==> src/hw/rtl/rf_pulse_width_capture_assert.svh <==
// Assertion macros for the pulse width capture RTL.
`ifndef RF_PULSE_WIDTH_CAPTURE_ASSERT_SVH
`define RF_PULSE_WIDTH_CAPTURE_ASSERT_SVH
`ifndef NO_ASSERTIONS
// Checked on every rising clock edge outside reset.
`define RFPWC_ASSERT(lbl, prop) \
  lbl: assert property (@(posedge clk) disable iff (!rst_n) prop) \
    else $error("rfpwc assertion failed");
// Checked on every rising clock edge, reset included.
`define RFPWC_ASSERT_ALWAYS(lbl, prop) \
  lbl: assert property (@(posedge clk) prop) \
    else $error("rfpwc assertion failed");
`else
`define RFPWC_ASSERT(lbl, prop)
`define RFPWC_ASSERT_ALWAYS(lbl, prop)
`endif
`endif

==> src/hw/rtl/rfpwc_pkg.sv <==
// Package with widths, defaults and codes of the pulse width capture block.
package rfpwc_pkg;

  localparam int MAX_SEGMENTS_DEF = 64;
  localparam int TIMER_BITS_DEF   = 24;

  localparam int SEG_W  = 7;
  localparam int DUR_W  = 24;
  localparam int RSSI_W = 8;
  localparam int CFG_W  = 23;
  localparam int APB_DW = 32;
  localparam int APB_AW = 3;

  localparam logic [CFG_W-1:0] MIN_WIDTH_RST = CFG_W'(100);
  localparam logic [CFG_W-1:0] MAX_WIDTH_RST = CFG_W'(10000);

  typedef enum logic {
    REG_MIN_WIDTH = 1'b0,
    REG_MAX_WIDTH = 1'b1
  } reg_idx_t;

  typedef enum logic [1:0] {
    KIND_GAP   = 2'd0,
    KIND_PULSE = 2'd1,
    KIND_CLOSE = 2'd2,
    KIND_FULL  = 2'd3
  } rec_kind_t;

endpackage

==> src/hw/rtl/rf_pulse_width_capture.sv <==
// Pulse and gap width capture for a sampled RF demodulator line.
// Each input item is one tick of the line; the block takes one item every clock cycle while
// not stalled. An accepted item waits in the input register and its result is then loaded into
// the result register. The input side stalls only while the result register holds an item
// that is not taken and the staged item yields another result. After the store-full record
// the block keeps accepting items and gives no further results.
`include "rf_pulse_width_capture_assert.svh"

module rf_pulse_width_capture #(
  parameter int MAX_SEGMENTS = rfpwc_pkg::MAX_SEGMENTS_DEF,
  parameter int TIMER_BITS   = rfpwc_pkg::TIMER_BITS_DEF
) (
  input  logic                          clk,
  input  logic                          rst_n,
  input  logic                          in_tvalid,
  output logic                          in_tready,
  input  logic [15:0]                   in_tdata,   // line_level, rssi_dbm, zero pad
  output logic                          out_tvalid,
  input  logic                          out_tready,
  output logic [39:0]                   out_tdata,  // segment_index, duration, segment_rssi, pad
  output logic [1:0]                    out_tuser,  // record_kind
  input  logic                          cfg_psel,
  input  logic                          cfg_penable,
  input  logic                          cfg_pwrite,
  input  logic [rfpwc_pkg::APB_AW-1:0]  cfg_paddr,
  input  logic [rfpwc_pkg::APB_DW-1:0]  cfg_pwdata,
  output logic [rfpwc_pkg::APB_DW-1:0]  cfg_prdata,
  output logic                          cfg_pready
);

  localparam int SEG_W  = rfpwc_pkg::SEG_W;
  localparam int DUR_W  = rfpwc_pkg::DUR_W;
  localparam int RSSI_W = rfpwc_pkg::RSSI_W;
  localparam int CFG_W  = rfpwc_pkg::CFG_W;
  localparam int CMP_W  = (TIMER_BITS > CFG_W + 1) ? TIMER_BITS : CFG_W + 1;

  logic [CFG_W-1:0] min_width_r, max_width_r;

  logic                     s1_valid_r;
  logic                     s1_level_r;
  logic signed [RSSI_W-1:0] s1_rssi_r;

  logic                     prev_level_r, prev_level_nxt;
  logic [TIMER_BITS-1:0]    edge_timer_r, edge_timer_nxt, timer_inc;
  logic                     awaiting_r, awaiting_nxt;
  logic [SEG_W-1:0]         seg_r, seg_nxt;
  logic signed [RSSI_W-1:0] lat_rssi_r, lat_rssi_nxt;
  logic                     halted_r, halted_nxt;

  logic                     res_valid;
  rfpwc_pkg::rec_kind_t     res_kind;
  logic [DUR_W-1:0]         res_dur;
  logic signed [RSSI_W-1:0] res_rssi;

  logic                     out_valid_r;
  rfpwc_pkg::rec_kind_t     out_kind_r;
  logic [SEG_W-1:0]         out_seg_r;
  logic [DUR_W-1:0]         out_dur_r;
  logic signed [RSSI_W-1:0] out_rssi_r;

  logic s1_fire, cfg_wr, width_ok;
  logic [CMP_W-1:0] dur_ext;

  // Configuration port.
  assign cfg_pready = 1'b1;
  assign cfg_wr     = cfg_psel && cfg_penable && cfg_pwrite && cfg_pready;

  always_ff @(posedge clk) begin
    if (!rst_n) begin
      min_width_r <= rfpwc_pkg::MIN_WIDTH_RST;
      max_width_r <= rfpwc_pkg::MAX_WIDTH_RST;
    end else if (cfg_wr) begin
      unique case (cfg_paddr[2])
        rfpwc_pkg::REG_MIN_WIDTH: min_width_r <= cfg_pwdata[CFG_W-1:0];
        rfpwc_pkg::REG_MAX_WIDTH: max_width_r <= cfg_pwdata[CFG_W-1:0];
        default: ;
      endcase
    end
  end

  always_comb begin
    unique case (cfg_paddr[2])
      rfpwc_pkg::REG_MIN_WIDTH: cfg_prdata = rfpwc_pkg::APB_DW'(min_width_r);
      rfpwc_pkg::REG_MAX_WIDTH: cfg_prdata = rfpwc_pkg::APB_DW'(max_width_r);
      default:                  cfg_prdata = '0;
    endcase
  end

  // Input register.
  assign s1_fire   = s1_valid_r && (!res_valid || !out_valid_r || out_tready);
  assign in_tready = !s1_valid_r || s1_fire;

  always_ff @(posedge clk) begin
    if (!rst_n) begin
      s1_valid_r <= 1'b0;
    end else if (in_tready) begin
      s1_valid_r <= in_tvalid;
    end
  end

  always_ff @(posedge clk) begin
    if (in_tready && in_tvalid) begin
      s1_level_r <= in_tdata[0];
      s1_rssi_r  <= in_tdata[8:1];
    end
  end

  // Edge timing and segment tracking.
  assign timer_inc = (&edge_timer_r) ? edge_timer_r : edge_timer_r + TIMER_BITS'(1);
  assign dur_ext   = CMP_W'(edge_timer_r);
  assign width_ok  = (dur_ext > CMP_W'(min_width_r)) && (dur_ext < CMP_W'(max_width_r));

  always_comb begin
    prev_level_nxt = prev_level_r;
    edge_timer_nxt = edge_timer_r;
    awaiting_nxt   = awaiting_r;
    seg_nxt        = seg_r;
    lat_rssi_nxt   = lat_rssi_r;
    halted_nxt     = halted_r;
    res_valid      = 1'b0;
    res_kind       = rfpwc_pkg::KIND_GAP;
    res_dur        = '0;
    res_rssi       = lat_rssi_r;
    if (!s1_valid_r || halted_r) begin
      res_valid = 1'b0;
    end else if (seg_r >= SEG_W'(MAX_SEGMENTS)) begin
      res_valid  = 1'b1;
      res_kind   = rfpwc_pkg::KIND_FULL;
      res_rssi   = '0;
      halted_nxt = 1'b1;
    end else if (s1_level_r != prev_level_r) begin
      edge_timer_nxt = TIMER_BITS'(1);
      prev_level_nxt = s1_level_r;
      res_dur        = DUR_W'(edge_timer_r);
      if (width_ok) begin
        if (s1_level_r) begin
          if (awaiting_r) begin
            awaiting_nxt = 1'b0;
          end else begin
            res_valid = 1'b1;
            res_kind  = rfpwc_pkg::KIND_GAP;
          end
        end else begin
          if (lat_rssi_r == '0) begin
            lat_rssi_nxt = s1_rssi_r;
          end
          res_valid = 1'b1;
          res_kind  = rfpwc_pkg::KIND_PULSE;
          res_rssi  = lat_rssi_nxt;
        end
      end
    end else begin
      edge_timer_nxt = timer_inc;
      if (!s1_level_r && !awaiting_r &&
          (CMP_W'(timer_inc) > CMP_W'({max_width_r, 1'b0}))) begin
        res_valid    = 1'b1;
        res_kind     = rfpwc_pkg::KIND_CLOSE;
        seg_nxt      = seg_r + SEG_W'(1);
        awaiting_nxt = 1'b1;
        lat_rssi_nxt = '0;
      end
    end
  end

  always_ff @(posedge clk) begin
    if (!rst_n) begin
      prev_level_r <= 1'b0;
      edge_timer_r <= '0;
      awaiting_r   <= 1'b1;
      seg_r        <= '0;
      lat_rssi_r   <= '0;
      halted_r     <= 1'b0;
    end else if (s1_fire) begin
      prev_level_r <= prev_level_nxt;
      edge_timer_r <= edge_timer_nxt;
      awaiting_r   <= awaiting_nxt;
      seg_r        <= seg_nxt;
      lat_rssi_r   <= lat_rssi_nxt;
      halted_r     <= halted_nxt;
    end
  end

  // Result register.
  always_ff @(posedge clk) begin
    if (!rst_n) begin
      out_valid_r <= 1'b0;
    end else if (s1_fire && res_valid) begin
      out_valid_r <= 1'b1;
    end else if (out_tready) begin
      out_valid_r <= 1'b0;
    end
  end

  always_ff @(posedge clk) begin
    if (s1_fire && res_valid) begin
      out_kind_r <= res_kind;
      out_seg_r  <= seg_r;
      out_dur_r  <= res_dur;
      out_rssi_r <= res_rssi;
    end
  end

  assign out_tvalid = out_valid_r;
  assign out_tuser  = out_kind_r;
  assign out_tdata  = {1'b0, out_rssi_r, out_dur_r, out_seg_r};

  `RFPWC_ASSERT(a_halt_sticks, halted_r |=> halted_r)
  `RFPWC_ASSERT(a_full_only_halted, (out_tvalid && out_tuser == rfpwc_pkg::KIND_FULL) |-> halted_r)
  `RFPWC_ASSERT(a_seg_bounded, seg_r <= SEG_W'(MAX_SEGMENTS))
  `RFPWC_ASSERT(a_stage_holds, (s1_valid_r && !s1_fire) |=> (s1_valid_r && $stable(s1_level_r)))
  `RFPWC_ASSERT_ALWAYS(a_reset_empty, !rst_n |=> (!out_valid_r && !s1_valid_r))

endmodule

==> config.mk <==
export PLATFORM = sky130hd
export DESIGN_NAME = rf_pulse_width_capture
export DESIGN_NICKNAME = d
export VERILOG_FILES = /design/src/hw/rtl/rfpwc_pkg.sv /design/src/hw/rtl/rf_pulse_width_capture.sv
export VERILOG_INCLUDE_DIRS = /design/src /design/src/hw/rtl
export SDC_FILE = /design/constraint.sdc
export NUM_CORES = 1
export LEC_CHECK = 0
export ABC_AREA = 1
export BUFFER_PORTS_ARGS = -buffer_cell sky130_fd_sc_hd__buf_4
export CELL_PAD_IN_SITES_DETAIL_PLACEMENT = 1
export CELL_PAD_IN_SITES_GLOBAL_PLACEMENT = 1
export CORE_MARGIN = 2
export CORE_UTILIZATION = 42
export DETAILED_ROUTE_END_ITERATION = 7
export GPL_ROUTABILITY_DRIVEN = 1
export PLACE_DENSITY_LB_ADDON = 0.25
export SLEW_MARGIN = 30
export SYNTH_ARGS = -nofsm -noshare
export SYNTH_HDL_FRONTEND = slang
export SYNTH_SLANG_ARGS = --single-unit
==> constraint.sdc <==
create_clock -name clk -period 4.8 [get_ports clk]
set_input_delay 0.96 -clock clk [delete_from_list [all_inputs] [get_ports clk]]
set_output_delay 0.96 -clock clk [all_outputs]
set_load 0.02 [all_outputs]
==> results.py <==
metrics = {
    "setup_path": {
        "rr_worst_depth": 28,
        "arrival_ps": 3810,
        "critPathCaptureType": "output pin",
        "cp-start-kind": "register",
        "crit-reg2reg-capture": "out_seg_r[1]",
        "worstReg2RegStart": "dur_ext[2]",
        "path_class": "register to output pin",
        "path_max_fanout": 8,
        "startpoint": "dur_ext[2]",
        "required_ps": 3840,
        "r2r_slack_ps": 600,
        "crit_end": "in_tready",
    },
    "placement": {
        "dp_hpwl_um": 16900,
        "place.gp.congestion": 0.854,
        "place_inst": 1402,
        "port_buffers": 105,
        "post-place-ws_ps": 172,
    },
    "power": {
        "p_leak_nw": 4.32,
        "clockPowerShare": 0.487,
        "power_frac_comb": 0.090,
        "power_density_mw_per_mm2": 295,
        "sw_frac_of_total": 0.241,
        "p_seq_frac": 0.423,
        "p_switching_mw": 0.717,
        "ir_drop_uv": 264,
        "internal_power_mw": 2.26,
    },
    "routing": {
        "drtIter0Drc": 365,
        "ant_nets": 0,
        "drc_errors": 0,
        "wl_per_cell_um": 16.8,
        "viasPerCell": 5.23,
        "num_vias": 7553,
        "finalWirelength_um": 24300,
        "drtPass1Iterations": 4,
    },
    "global_routing": {
        "grt_pass1_wl_um": 38800,
        "grt_usage": 0.241,
        "grt_max_degree": 51,
        "antenna_found_initial": 0,
        "gr-total-overflow": 0,
        "grt_pass1_vias": 7629,
    },
    "yosys": {
        "yosysTopAreaCellShare": 0.220,
        "ys_types": 36,
        "yosysWarnings": 0,
        "synthTopCellsByArea": "dfxtp_1, edfxtp_1, ha_1, nand2_1, a21oi_1",
        "synth_area_leader_cell": "dfxtp_1",
        "syn_area_per_cell_um2": 7.75,
        "ys_seq_area_frac": 0.404,
        "syn_inst": 1055,
        "netlist_area_mm2": 0.00818,
        "synth-seq-cells": 140,
    },
    "clocking": {
        "cts_tree": "built",
        "clock_path_buffers": 2,
        "insertion_delay_ps": 430,
        "root_buffer": "clkbuf_16",
        "cts.sinks": 140,
        "cts_buffers": 17,
        "cts_hold_buf": 0,
        "cts.htree.levels": 4,
        "clk_pin_slew_ps": 60,
    },
    "status": {
        "run_status": "finished, final reports clean",
    },
    "timing": {
        "timing.final.crit_period_ps": 4770,
        "max-slew-margin-rel": 0.517,
        "setup_viol": 0,
        "holdWs_ps": 485,
        "setup_ws_ps": 33.7,
        "tightest_slew_ps": 723,
        "hold_viol_final": 0,
        "fin_worst_skew_ps": 11.8,
        "max_freq_mhz": 210,
        "fin_crit_sh": 0.993,
        "final_max_slew_viol_count": 0,
    },
    "floorplanning": {
        "rows": 51,
        "die_x_um": 144,
        "fp.coreArea_mm2": 0.0193,
        "io_pins": 135,
        "dieArea_mm2": 0.0206,
        "die_h_um": 144,
        "start_util": 0.424,
    },
    "worst_hold_path": {
        "holdPathStages": 2,
        "hold_path.class": "register to register",
    },
    "cells_and_area": {
        "finalNonFillerCells": 1443,
        "drive_above_1_share": 0.187,
        "post-route-util": 0.523,
        "nFillCells": 2402,
        "diodes": 0,
        "area_growth_pct": 23.2,
        "fin_nets": 1295,
    },
    "job": {
        "drv_cap": 0,
    },
}
==> synth_stat cells <==
cell type    n
nand4_1     39
nand3_1     25
a21oi_1    111
o211ai_1     5
or2_2        2
o21ai_0     99
nor2_4       2
nor3_1      11
buf_2        2
nand2_8      2
buf_6        4
o21a_1       2
a21o_1       4
nor2_1     110
nand3b_1     1
nor2_2       4
ha_1        72
nand2_4      4
inv_2        2
clkbuf_1    29
conb_1       2
nand4_2      1
nand2_1    202
xor2_1      22
buf_4       14
a22oi_1      1
nand3_2      6
nor3_2       1
clkinv_1     1
edfxtp_1    50
inv_1      127
nor4_1       2
o22ai_1      2
dfxtp_1     90
nand2_2      1
buf_1        3
==> worst max-delay path: stages, from the launching register on <==
cell and delay (ps):
dfxtp_2 430, nand2_1 120, nor2_4 150, nand2_2 90, nor2_4 190, nand2_4 70, buf_4 180, nand2_2 100
nor2_2 70, nand2_2 90, nor3_2 50, xor2_1 180, ha_1 300, nand2_2 70, inv_1 60, nand2_1 60
nor2_2 100, nand2_1 80, nor2_1 220, nand3_2 150, nand4_4 130, nand2_2 80, nand2_4 90, nand2_4 70
nand2_8 70, buf_4 140
==> layout by cell type (no fill, tap or decap), types with 2 or more instances in the layout <==
cell type   count
a21oi_1       111
clkinvlp_4      2
nand2_1       195
clkinv_1        4
o21a_1          2
dfxtp_4         2
inv_1         124
clkbuf_1        4
buf_12          2
nand3_2         7
nand4_1        39
clkbuf_16      17
nor3_2          3
dfxtp_2         9
ha_1           70
nand2_8         2
inv_6           2
or2_2           2
nand2_2         7
inv_2           4
o21ai_0        98
bufinv_16       5
nor2_2          7
nand2_4         5
edfxtp_1       50
buf_4         132
a21o_1          4
nor2_1        103
conb_1         11
dfxtp_1        79
ha_4            2
nand3_1        24
o22ai_1         2
xor2_1         22
o211ai_1        5
nor2_4          6
nor3_1          8
==> metrics by stage <==
step	power, mW	setup TNS [ps]	instance area [um^2]
floorplan	1.46	0	8210
global placement	1.54	0	9220
detailed placement	1.54	0	9220
CTS	2.99	0	9930
global route	3.08	-96.6	10100
finish	2.97	0	10100
==> per-layer routing <==
metal | vias to the layer above | track usage | wire, um
met2 | 134 | 0.429 | 12400
met5 | - | 0 | 0
met3 | 42 | 0.0353 | 683
met1 | 3663 | 0.298 | 10700
li1 | 3714 | - | -
met4 | 0 | 0.0784 | 518
==> cell type report <==
class,instances,area (um^2),share of cell area
timing repair buffer,134,1030,0.102
tap,265,332,0.0329
multi-input combinational,742,4270,0.424
clock buffer,21,440,0.0437
clock inverter,11,190,0.0189
inverter,130,488,0.0485
sequential,140,3320,0.330
==> logic make-up (layout without fill, tap and decap cells) <==
| family | after synthesis | after routing | share of synthesized area |
|---|---|---|---|
| adder cells (fa/ha/maj) | 72 | 72 | 0.110 |
| XOR/XNOR | 22 | 22 | 0.0236 |
| AND/OR/NAND/NOR | 413 | 413 | 0.226 |
| flip-flops | 140 | 140 | 0.404 |
| buffers and inverters | 182 | 296 | 0.0940 |
| AO/OA/AOI/OAI | 224 | 224 | 0.141 |
| other | 2 | 11 | 0.000919 |
==> worst min-delay path by stage <==
stage / startpoint / to / slack [ps]
final: lat_rssi_r[6] / lat_rssi_r[6] / 490
after global routing: prev_level_r / prev_level_r / 500
after CTS: lat_rssi_r[6] / lat_rssi_r[6] / 490
after detailed placement: lat_rssi_r[4] / lat_rssi_r[4] / 470
after global placement: prev_level_r / prev_level_r / 460
after floorplan: prev_level_r / prev_level_r / 440
==> power groups by stage <==
stage | Clock, mW | Combinational, mW | Sequential (mW)
after floorplan | 0 | 0.175 | 1.28
after global placement | 0 | 0.253 | 1.28
after detailed placement | 0 | 0.261 | 1.28
after CTS | 1.47 | 0.266 | 1.26
after global routing | 1.52 | 0.300 | 1.26
final | 1.45 | 0.267 | 1.26
==> flip-flops by register name (all words and copies together), names as in the netlist <==
name / cells
s1_rssi_r: 8
dur_ext: 24
lat_rssi_r: 8
out_tuser: 2
out_dur_r: 24
s1_level_r: 1
out_seg_r: 7
min_width_r: 23
seg_r: 7
awaiting_r: 1
max_width_r: 23
s1_valid_r: 1
out_tvalid: 1
prev_level_r: 1
halted_r: 1
out_rssi_r: 8
==> timing repair <==
item | CTS | global route
gates resized for setup | 20 | 24
setup endpoints to repair | 1 | 1
pin swaps | 2 | 13
gates cloned | 0 | 0
buffers inserted | 2 | 7
No activity file was read; power rests on OpenSTA's default activity.
